**src/sv/vct_pkg.sv**
```systemverilog
// Shared types and constants of the Vorbis comment tag extractor.
package vct_pkg;

    typedef enum logic [1:0] {
        TAG_NONE   = 2'd0,
        TAG_TITLE  = 2'd1,
        TAG_ARTIST = 2'd2,
        TAG_ALBUM  = 2'd3
    } t_tag_kind;

    localparam logic STATUS_FULL  = 1'b0;
    localparam logic STATUS_TRUNC = 1'b1;

    localparam int QUEUE_DEPTH = 4;
    localparam int QPTR_W      = 2;
    localparam int QCNT_W      = 3;

    typedef struct packed {
        t_tag_kind  tag_kind;
        logic [7:0] value_byte;
        logic       value_last;
        logic       block_done;
        logic       parse_status;
    } t_result;

    typedef struct packed {
        logic [1:0] num;
        t_result    r0;
        t_result    r1;
    } t_push;

endpackage

```
**src/sv/vorbis_comment_tag_extractor.sv**
```systemverilog
// Top level of the Vorbis comment tag extractor.
// The block takes one byte of a Vorbis comment block per cycle and parses it in the
// same cycle; its results go into a four-entry result queue that hands out one
// transaction per cycle. Input is ready whenever the queue has two free entries, so
// with the output side always ready the rate is one byte per cycle; the byte that
// ends a block can give both a value result and a done result.
// Write block_size only while the block is idle.
module vorbis_comment_tag_extractor #(
    parameter int TAG_CAPACITY = 64
) (
    input  logic        i_clk,
    input  logic        i_rst_n,
    input  logic        i_cfg_valid,
    output logic        o_cfg_ready,
    input  logic [23:0] i_cfg_block_size,
    input  logic        i_in_valid,
    output logic        o_in_ready,
    input  logic [7:0]  i_data_byte,
    output logic        o_out_valid,
    input  logic        i_out_ready,
    output logic [1:0]  o_tag_kind,
    output logic [7:0]  o_value_byte,
    output logic        o_value_last,
    output logic        o_block_done,
    output logic        o_parse_status
);

    logic [23:0]      r_block_size;
    logic             take;
    logic             space;
    vct_pkg::t_push   push;
    vct_pkg::t_result head;

    assign o_cfg_ready = 1'b1;
    assign o_in_ready  = space;
    assign take        = i_in_valid && space;

    always_ff @(posedge i_clk) begin
        if (!i_rst_n) begin
            r_block_size <= 24'd0;
        end else if (i_cfg_valid) begin
            r_block_size <= i_cfg_block_size;
        end
    end

    vct_parser #(
        .TAG_CAPACITY (TAG_CAPACITY)
    ) u_parser (
        .i_clk        (i_clk),
        .i_rst_n      (i_rst_n),
        .i_take       (take),
        .i_data_byte  (i_data_byte),
        .i_block_size (r_block_size),
        .o_push       (push)
    );

    vct_out_queue u_queue (
        .i_clk       (i_clk),
        .i_rst_n     (i_rst_n),
        .i_push      (push),
        .i_pop_ready (i_out_ready),
        .o_valid     (o_out_valid),
        .o_result    (head),
        .o_space     (space)
    );

    assign o_tag_kind     = head.tag_kind;
    assign o_value_byte   = head.value_byte;
    assign o_value_last   = head.value_last;
    assign o_block_done   = head.block_done;
    assign o_parse_status = head.parse_status;

endmodule

```
**src/sv/vct_parser.sv**
```systemverilog
// Byte parser: phase state, length fields, prefix matching and result formation.
module vct_parser #(
    parameter int TAG_CAPACITY = 64
) (
    input  logic              i_clk,
    input  logic              i_rst_n,
    input  logic              i_take,
    input  logic [7:0]        i_data_byte,
    input  logic [23:0]       i_block_size,
    output vct_pkg::t_push    o_push
);

    localparam int CW = $clog2(TAG_CAPACITY);
    localparam logic [CW-1:0] COPY_MAX = CW'(TAG_CAPACITY - 1);

    localparam logic [7:0] KEY_TEXT [3][8] = '{
        '{"t", "i", "t", "l", "e", "=", 8'h00, 8'h00},
        '{"a", "r", "t", "i", "s", "t", "=", 8'h00},
        '{"a", "l", "b", "u", "m", "=", 8'h00, 8'h00}
    };
    localparam logic [3:0] KEY_LEN [3] = '{4'd6, 4'd7, 4'd6};

    typedef enum logic [2:0] {
        PH_VLEN, PH_VSKIP, PH_COUNT, PH_CLEN, PH_BODY, PH_OK, PH_TRUNC
    } t_phase;

    t_phase             r_phase, n_phase;
    logic [23:0]        r_len_acc, n_len_acc;
    logic [1:0]         r_len_idx, n_len_idx;
    logic [23:0]        r_consumed;
    logic [31:0]        r_comments, n_comments;
    logic [23:0]        r_field_left, n_field_left;
    logic [3:0]         r_prefix_pos, n_prefix_pos;
    logic [2:0]         r_cand, n_cand;
    vct_pkg::t_tag_kind r_active, n_active;
    logic [CW-1:0]      r_copied, n_copied;
    logic [2:0]         r_found, n_found;

    logic [24:0]        after;
    logic               is_final;
    logic [23:0]        rem;
    logic [31:0]        len_full;
    logic               len_done;
    logic               len_over;
    logic [7:0]         folded;
    logic               hit;
    logic               emit;
    logic               emit_last;
    vct_pkg::t_result   res_val;
    vct_pkg::t_result   res_done;

    function automatic logic [7:0] fold(input logic [7:0] c);
        return (c >= "A" && c <= "Z") ? c + 8'd32 : c;
    endfunction

    always_comb begin
        after    = {1'b0, r_consumed} + 25'd1;
        is_final = after >= {1'b0, i_block_size};
        rem      = ({1'b0, i_block_size} > after) ? i_block_size - after[23:0] : 24'd0;
        len_full = {i_data_byte, r_len_acc};
        len_done = r_len_idx == 2'd3;
        len_over = len_full > {8'd0, rem};
        folded   = fold(i_data_byte);

        n_phase      = r_phase;
        n_len_acc    = r_len_acc;
        n_len_idx    = r_len_idx;
        n_comments   = r_comments;
        n_field_left = r_field_left;
        n_prefix_pos = r_prefix_pos;
        n_cand       = r_cand;
        n_active     = r_active;
        n_copied     = r_copied;
        n_found      = r_found;
        hit          = 1'b0;
        emit         = 1'b0;
        emit_last    = 1'b0;

        case (r_phase)
            PH_VLEN, PH_COUNT, PH_CLEN: begin
                n_len_idx = r_len_idx + 2'd1;
                case (r_len_idx)
                    2'd0:    n_len_acc = {r_len_acc[23:8], i_data_byte};
                    2'd1:    n_len_acc = {r_len_acc[23:16], i_data_byte, r_len_acc[7:0]};
                    2'd2:    n_len_acc = {i_data_byte, r_len_acc[15:0]};
                    default: n_len_acc = 24'd0;
                endcase
                if (len_done) begin
                    if (r_phase == PH_COUNT) begin
                        n_comments = len_full;
                        n_phase    = (len_full == 32'd0) ? PH_OK : PH_CLEN;
                    end else if (len_over) begin
                        n_phase = PH_TRUNC;
                    end else if (r_phase == PH_VLEN) begin
                        n_field_left = len_full[23:0];
                        n_phase      = (len_full == 32'd0) ? PH_COUNT : PH_VSKIP;
                    end else if (len_full == 32'd0) begin
                        n_comments = r_comments - 32'd1;
                        n_phase    = (n_comments == 32'd0) ? PH_OK : PH_CLEN;
                        n_active   = vct_pkg::TAG_NONE;
                        n_cand     = 3'd0;
                    end else begin
                        n_field_left = len_full[23:0];
                        n_phase      = PH_BODY;
                        n_prefix_pos = 4'd0;
                        n_active     = vct_pkg::TAG_NONE;
                        n_copied     = '0;
                        for (int k = 0; k < 3; k++) begin
                            n_cand[k] = (len_full > {28'd0, KEY_LEN[k]}) && !r_found[k];
                        end
                    end
                end
            end
            PH_VSKIP: begin
                n_field_left = r_field_left - 24'd1;
                if (n_field_left == 24'd0) begin
                    n_phase = PH_COUNT;
                end
            end
            PH_BODY: begin
                n_field_left = r_field_left - 24'd1;
                if (r_cand != 3'd0) begin
                    for (int k = 0; k < 3; k++) begin
                        if (r_cand[k] && !hit) begin
                            if (r_prefix_pos >= KEY_LEN[k] ||
                                folded != KEY_TEXT[k][r_prefix_pos[2:0]]) begin
                                n_cand[k] = 1'b0;
                            end else if (r_prefix_pos == KEY_LEN[k] - 4'd1) begin
                                hit        = 1'b1;
                                n_active   = vct_pkg::t_tag_kind'(2'(k + 1));
                                n_found[k] = 1'b1;
                                n_copied   = '0;
                            end
                        end
                    end
                    if (hit) begin
                        n_cand = 3'd0;
                    end
                    if (r_prefix_pos < 4'd8) begin
                        n_prefix_pos = r_prefix_pos + 4'd1;
                    end
                end else if (r_active != vct_pkg::TAG_NONE && r_copied < COPY_MAX) begin
                    emit      = 1'b1;
                    n_copied  = r_copied + CW'(1);
                    emit_last = (n_copied == COPY_MAX) || (n_field_left == 24'd0);
                    if (emit_last) begin
                        n_active = vct_pkg::TAG_NONE;
                    end
                end
                if (n_field_left == 24'd0) begin
                    n_comments = r_comments - 32'd1;
                    n_phase    = (n_comments == 32'd0) ? PH_OK : PH_CLEN;
                    n_active   = vct_pkg::TAG_NONE;
                    n_cand     = 3'd0;
                end
            end
            default: begin
            end
        endcase

        res_val.tag_kind     = r_active;
        res_val.value_byte   = i_data_byte;
        res_val.value_last   = emit_last;
        res_val.block_done   = 1'b0;
        res_val.parse_status = vct_pkg::STATUS_FULL;

        res_done.tag_kind     = vct_pkg::TAG_NONE;
        res_done.value_byte   = 8'd0;
        res_done.value_last   = 1'b0;
        res_done.block_done   = 1'b1;
        res_done.parse_status = (n_phase == PH_OK) ? vct_pkg::STATUS_FULL
                                                   : vct_pkg::STATUS_TRUNC;

        o_push.r0  = emit ? res_val : res_done;
        o_push.r1  = res_done;
        o_push.num = i_take ? ({1'b0, emit} + {1'b0, is_final}) : 2'd0;
    end

    always_ff @(posedge i_clk) begin
        if (!i_rst_n || (i_take && is_final)) begin
            r_phase      <= PH_VLEN;
            r_len_acc    <= 24'd0;
            r_len_idx    <= 2'd0;
            r_consumed   <= 24'd0;
            r_comments   <= 32'd0;
            r_field_left <= 24'd0;
            r_prefix_pos <= 4'd0;
            r_cand       <= 3'b111;
            r_active     <= vct_pkg::TAG_NONE;
            r_copied     <= '0;
            r_found      <= 3'd0;
        end else if (i_take) begin
            r_phase      <= n_phase;
            r_len_acc    <= n_len_acc;
            r_len_idx    <= n_len_idx;
            r_consumed   <= after[23:0];
            r_comments   <= n_comments;
            r_field_left <= n_field_left;
            r_prefix_pos <= n_prefix_pos;
            r_cand       <= n_cand;
            r_active     <= n_active;
            r_copied     <= n_copied;
            r_found      <= n_found;
        end
    end

endmodule

```
**src/sv/vct_out_queue.sv**
```systemverilog
// Result queue that takes up to two results per cycle and hands out one.
module vct_out_queue (
    input  logic             i_clk,
    input  logic             i_rst_n,
    input  vct_pkg::t_push   i_push,
    input  logic             i_pop_ready,
    output logic             o_valid,
    output vct_pkg::t_result o_result,
    output logic             o_space
);

    vct_pkg::t_result                r_entry [vct_pkg::QUEUE_DEPTH];
    logic [vct_pkg::QPTR_W-1:0]      r_wr_ptr, r_rd_ptr;
    logic [vct_pkg::QCNT_W-1:0]      r_count, n_count;
    logic                            pop;

    always_comb begin
        o_valid  = r_count != '0;
        o_result = r_entry[r_rd_ptr];
        o_space  = r_count <= vct_pkg::QCNT_W'(vct_pkg::QUEUE_DEPTH - 2);
        pop      = o_valid && i_pop_ready;
        n_count  = r_count + vct_pkg::QCNT_W'(i_push.num) - vct_pkg::QCNT_W'(pop);
    end

    always_ff @(posedge i_clk) begin
        if (i_push.num != 2'd0) begin
            r_entry[r_wr_ptr] <= i_push.r0;
        end
        if (i_push.num == 2'd2) begin
            r_entry[r_wr_ptr + vct_pkg::QPTR_W'(1)] <= i_push.r1;
        end
    end

    always_ff @(posedge i_clk) begin
        if (!i_rst_n) begin
            r_wr_ptr <= '0;
            r_rd_ptr <= '0;
            r_count  <= '0;
        end else begin
            r_wr_ptr <= r_wr_ptr + vct_pkg::QPTR_W'(i_push.num);
            r_rd_ptr <= r_rd_ptr + vct_pkg::QPTR_W'(pop);
            r_count  <= n_count;
        end
    end

endmodule

```
**config.mk**
```make
export PLATFORM = sky130hd
export DESIGN_NAME = vorbis_comment_tag_extractor
export DESIGN_NICKNAME = d
export VERILOG_FILES = /design/src/sv/vct_pkg.sv /design/src/sv/vorbis_comment_tag_extractor.sv /design/src/sv/vct_parser.sv /design/src/sv/vct_out_queue.sv
export SDC_FILE = /design/constraint.sdc
export NUM_CORES = 1
export LEC_CHECK = 0
export BUFFER_PORTS_ARGS = -buffer_cell sky130_fd_sc_hd__buf_2
export CAP_MARGIN = 20
export CORE_UTILIZATION = 40
export DETAILED_ROUTE_END_ITERATION = 12
export PLACE_DENSITY_LB_ADDON = 0.3
export SYNTH_ARGS = -nofsm -noshare
export SYNTH_HDL_FRONTEND = slang
export SYNTH_SLANG_ARGS = --single-unit
```
**constraint.sdc**
```tcl
create_clock -name i_clk -period 9.1 [get_ports i_clk]
set_input_delay 1.365 -clock i_clk [delete_from_list [all_inputs] [get_ports i_clk]]
set_output_delay 1.365 -clock i_clk [all_outputs]
set_load 0.01 [all_outputs]
```
==> results.toml <==
[routing]
viasPerCell = 5.79
ant_nets = 0
wl_mm = 39.7
routedWlPerCell_um = 17.2
vias = 13400
drt_pass1_iterations = 5
drt-initial-drc-count = 1040
drc = 0

[timing]
rsz0062_at_grt = "no"
tightest_slew_ps = 1060
post-route-period-util = 0.818
fmax_mhz = 134
period_needed_ps = 7440
hold_viol = 0
tns_ps = 0
drv_slew = 0
setup_viol = 0
fin_skew_ps = 12.7
slew_headroom = 0.284

[pwr]
p_leak_nw = 6.35
power_mw = 3.98
power.density_nw_per_um2 = 253
irDropWorstVdd_uv = 177

[final_layout]
area_growth_pct = 9.68
diodes = 0
nNetsFinal = 1967
drive_gt1_frac = 0.0805
multi_input_area_sq_um = 9310
num-fill-cells = 3438
regArea_sq_um = 4240
utilization = 0.451

[status]
outcome = "complete, no violations"

[yosys]
yosys_warnings = 0
ys_ff_latch = 210
yosysTopAreaCell = "dfxtp_1"
synth_edf_count = 4
synth.net_count = 1990
synthTopCellsByArea = "dfxtp_1 29%, ha_1 8.3%, nand2_1 5.7%"
synth_area_sq_um = 14300
synth_cell_types = 77
synth_top_cell_area_share = 0.288
yosysSeqAreaShare = 0.296
avgSynthCellArea_sq_um = 7.73
yosysMostFrequentCell = "nand2_1"
async_reset_ff_frac = 0
syn_inst = 1856
yosys_most_used_dff = "dfxtp_1"
synthTopCellsByCount = "216 x nand2_1, 206 x dfxtp_1, 174 x nor2_1, 135 x a21oi_1, 117 x o21ai_0"

[global_route]
grt_overflow_total = 0
grt_use_total = 0.215
grt_pass1_vias = 12700
grt_max_degree = 75
grt_most_used_layer = "met2"
grtUsageMet2 = 0.370
grt_use_met3 = 0.0257
use_met1 = 0.279
grt_pass1_wl_mm = 64.5
antenna_found_initial = 1

[critical_path]
crit_path_start_kind = "flip-flop"
reg2reg_to = "u_parser.r_prefix_pos[1]$_SDFFE_PP0P_"
cp.depth = 25
cp-endpoint = "u_parser.r_prefix_pos[1]$_SDFFE_PP0P_"
cp.required_ps = 9560
critPathMaxFanout = 21
critical_path.max_stage_delay_ps = 800
r2r_start = "u_parser.r_consumed[0]$_SDFFE_PP0P_"
critPathKind = "reg2reg"
arrival_ps = 7910
reg2reg_depth = 25
reg2reg_slack_ps = 1660
slowest_stage = "a211oi_1"
crit_start = "u_parser.r_consumed[0]$_SDFFE_PP0P_"
cp-end-kind = "flip-flop"
critPathTopFamily = "simple AND/OR/NAND/NOR gates"
cp_num_buf_inv = 4

[die]
coreArea_sq_um = 34900
pin_count = 53
die_h_um = 191
chipWidth_um = 191
initial_core_util = 0.411
rows = 68
dieArea_sq_um = 36600

[cts]
clk_pin_slew_ps = 60
cts_buffer_depth = 3
cts_buffers = 25
clkSinkCount = 210
postCtsResizedCells = 0
htree_levels = 1
post_cts_buffers = 0
root_buffer = "clkbuf_16"
tritoncts = "done"
hold_buffers = 0
clkLatencyLatePin_ps = 540

[placement]
io_buffers = 51
place_congestion = 0.877
dp_hpwl_mm = 27.6

[flow_run]
cap_viol_max_count = 0

[min_path]
hold_path_class = "reg2reg"
routing by layer:
metal | part of all wire | vias to the layer above
li1 | - | 6614
met1 | 0.45 | 6316
met2 | 0.47 | 368
met3 | 0.055 | 61
met4 | 0.022 | 0
met5 | 0 | -
cells by family after synthesis:
| family | after synthesis | synth area share |
|---|---|---|
| multiplexers | 46 | 0.0436 |
| adder cells (fa/ha/maj) | 97 | 0.0857 |
| AND/OR/NAND/NOR | 762 | 0.263 |
| XOR/XNOR | 90 | 0.0550 |
| AO/OA/AOI/OAI | 453 | 0.201 |
| buffers and inverters | 197 | 0.0559 |
| flip-flops | 210 | 0.296 |
| other | 1 | 0.000262 |
placed cells by master (no fill, tap or decap), types with 37 or more instances in the layout:
cell	netlist	final
nand2_1	216	215
dfxtp_1	206	206
nor2_1	174	174
a21oi_1	135	134
o21ai_0	117	117
ha_1	95	95
inv_1	85	85
nor3_1	64	63
nand3_1	62	62
xnor2_1	53	53
buf_2	8	51
nor2b_1	45	45
nor4_1	42	42
o31ai_1	38	38
xor2_1	37	37
power by group:
group / total [mW] / switching (mW) / internal (mW) / leakage, nW
clock: 1.14 / 0.409 / 0.733 / 0.460
combinational: 1.67 / 1.04 / 0.631 / 4.19
sequential: 1.17 / 0.167 / 1.01 / 1.70
total: 3.98 / 1.61 / 2.37 / 6.35
worst min-delay path, cell delays in order (launching register included):
cell and delay, ps:
dfxtp_1 320, nand2_1 40, o21ai_0 60
area by class of cell:
class | instances | area share
clock buffer | 32 | 0.0440
clock inverter | 13 | 0.0157
inverter | 86 | 0.0205
multi-input combinational | 1449 | 0.592
sequential | 210 | 0.270
tap | 455 | 0.0362
timing repair buffer | 61 | 0.0220
metrics by stage:
stage               hold WS (ps)  std cells  setup WS, ps  cell area (sq um)
finish                       455       2306          1660              15700
global route                 472       2306           931              15700
CTS                          456       2304          1400              15700
detailed placement           442       2259          1450              14800
global placement             428       2259          1740              14800
floorplan                    420       1856          2720              14300
registers in the layout (all words and copies together) (netlist names):
name                   cells
u_parser.r_copied          6
u_parser.r_phase           3
r_block_size              24
u_queue.r_rd_ptr           2
u_parser.r_prefix_pos      4
u_parser.r_len_idx         2
u_parser.r_comments       32
u_queue.r_count            3
u_parser.r_consumed       24
u_parser.r_field_left     24
u_parser.r_active          2
u_parser.r_len_acc        24
u_queue.r_entry           52
u_parser.r_found           3
u_queue.r_wr_ptr           2
u_parser.r_cand            3
worst min-delay path by stage:
stage | start | to | slack, ps | depth (start not counted)
global placement | u_queue.r_entry[1][9]$_SDFFE_PP0P_ | u_queue.r_entry[1][9]$_SDFFE_PP0P_ | 430 | 2
finish | u_queue.r_entry[1][5]$_SDFFE_PP0P_ | u_queue.r_entry[1][5]$_SDFFE_PP0P_ | 450 | 2
floorplan | u_queue.r_entry[2][10]$_SDFFE_PP0P_ | u_queue.r_entry[2][10]$_SDFFE_PP0P_ | 420 | 2
global route | u_queue.r_entry[1][2]$_SDFFE_PP0P_ | u_queue.r_entry[1][2]$_SDFFE_PP0P_ | 470 | 2
detailed placement | u_queue.r_entry[1][4]$_SDFFE_PP0P_ | u_queue.r_entry[1][4]$_SDFFE_PP0P_ | 440 | 2
CTS | u_queue.r_entry[1][4]$_SDFFE_PP0P_ | u_queue.r_entry[1][4]$_SDFFE_PP0P_ | 460 | 2
No activity file was read; power rests on OpenSTA's default activity.
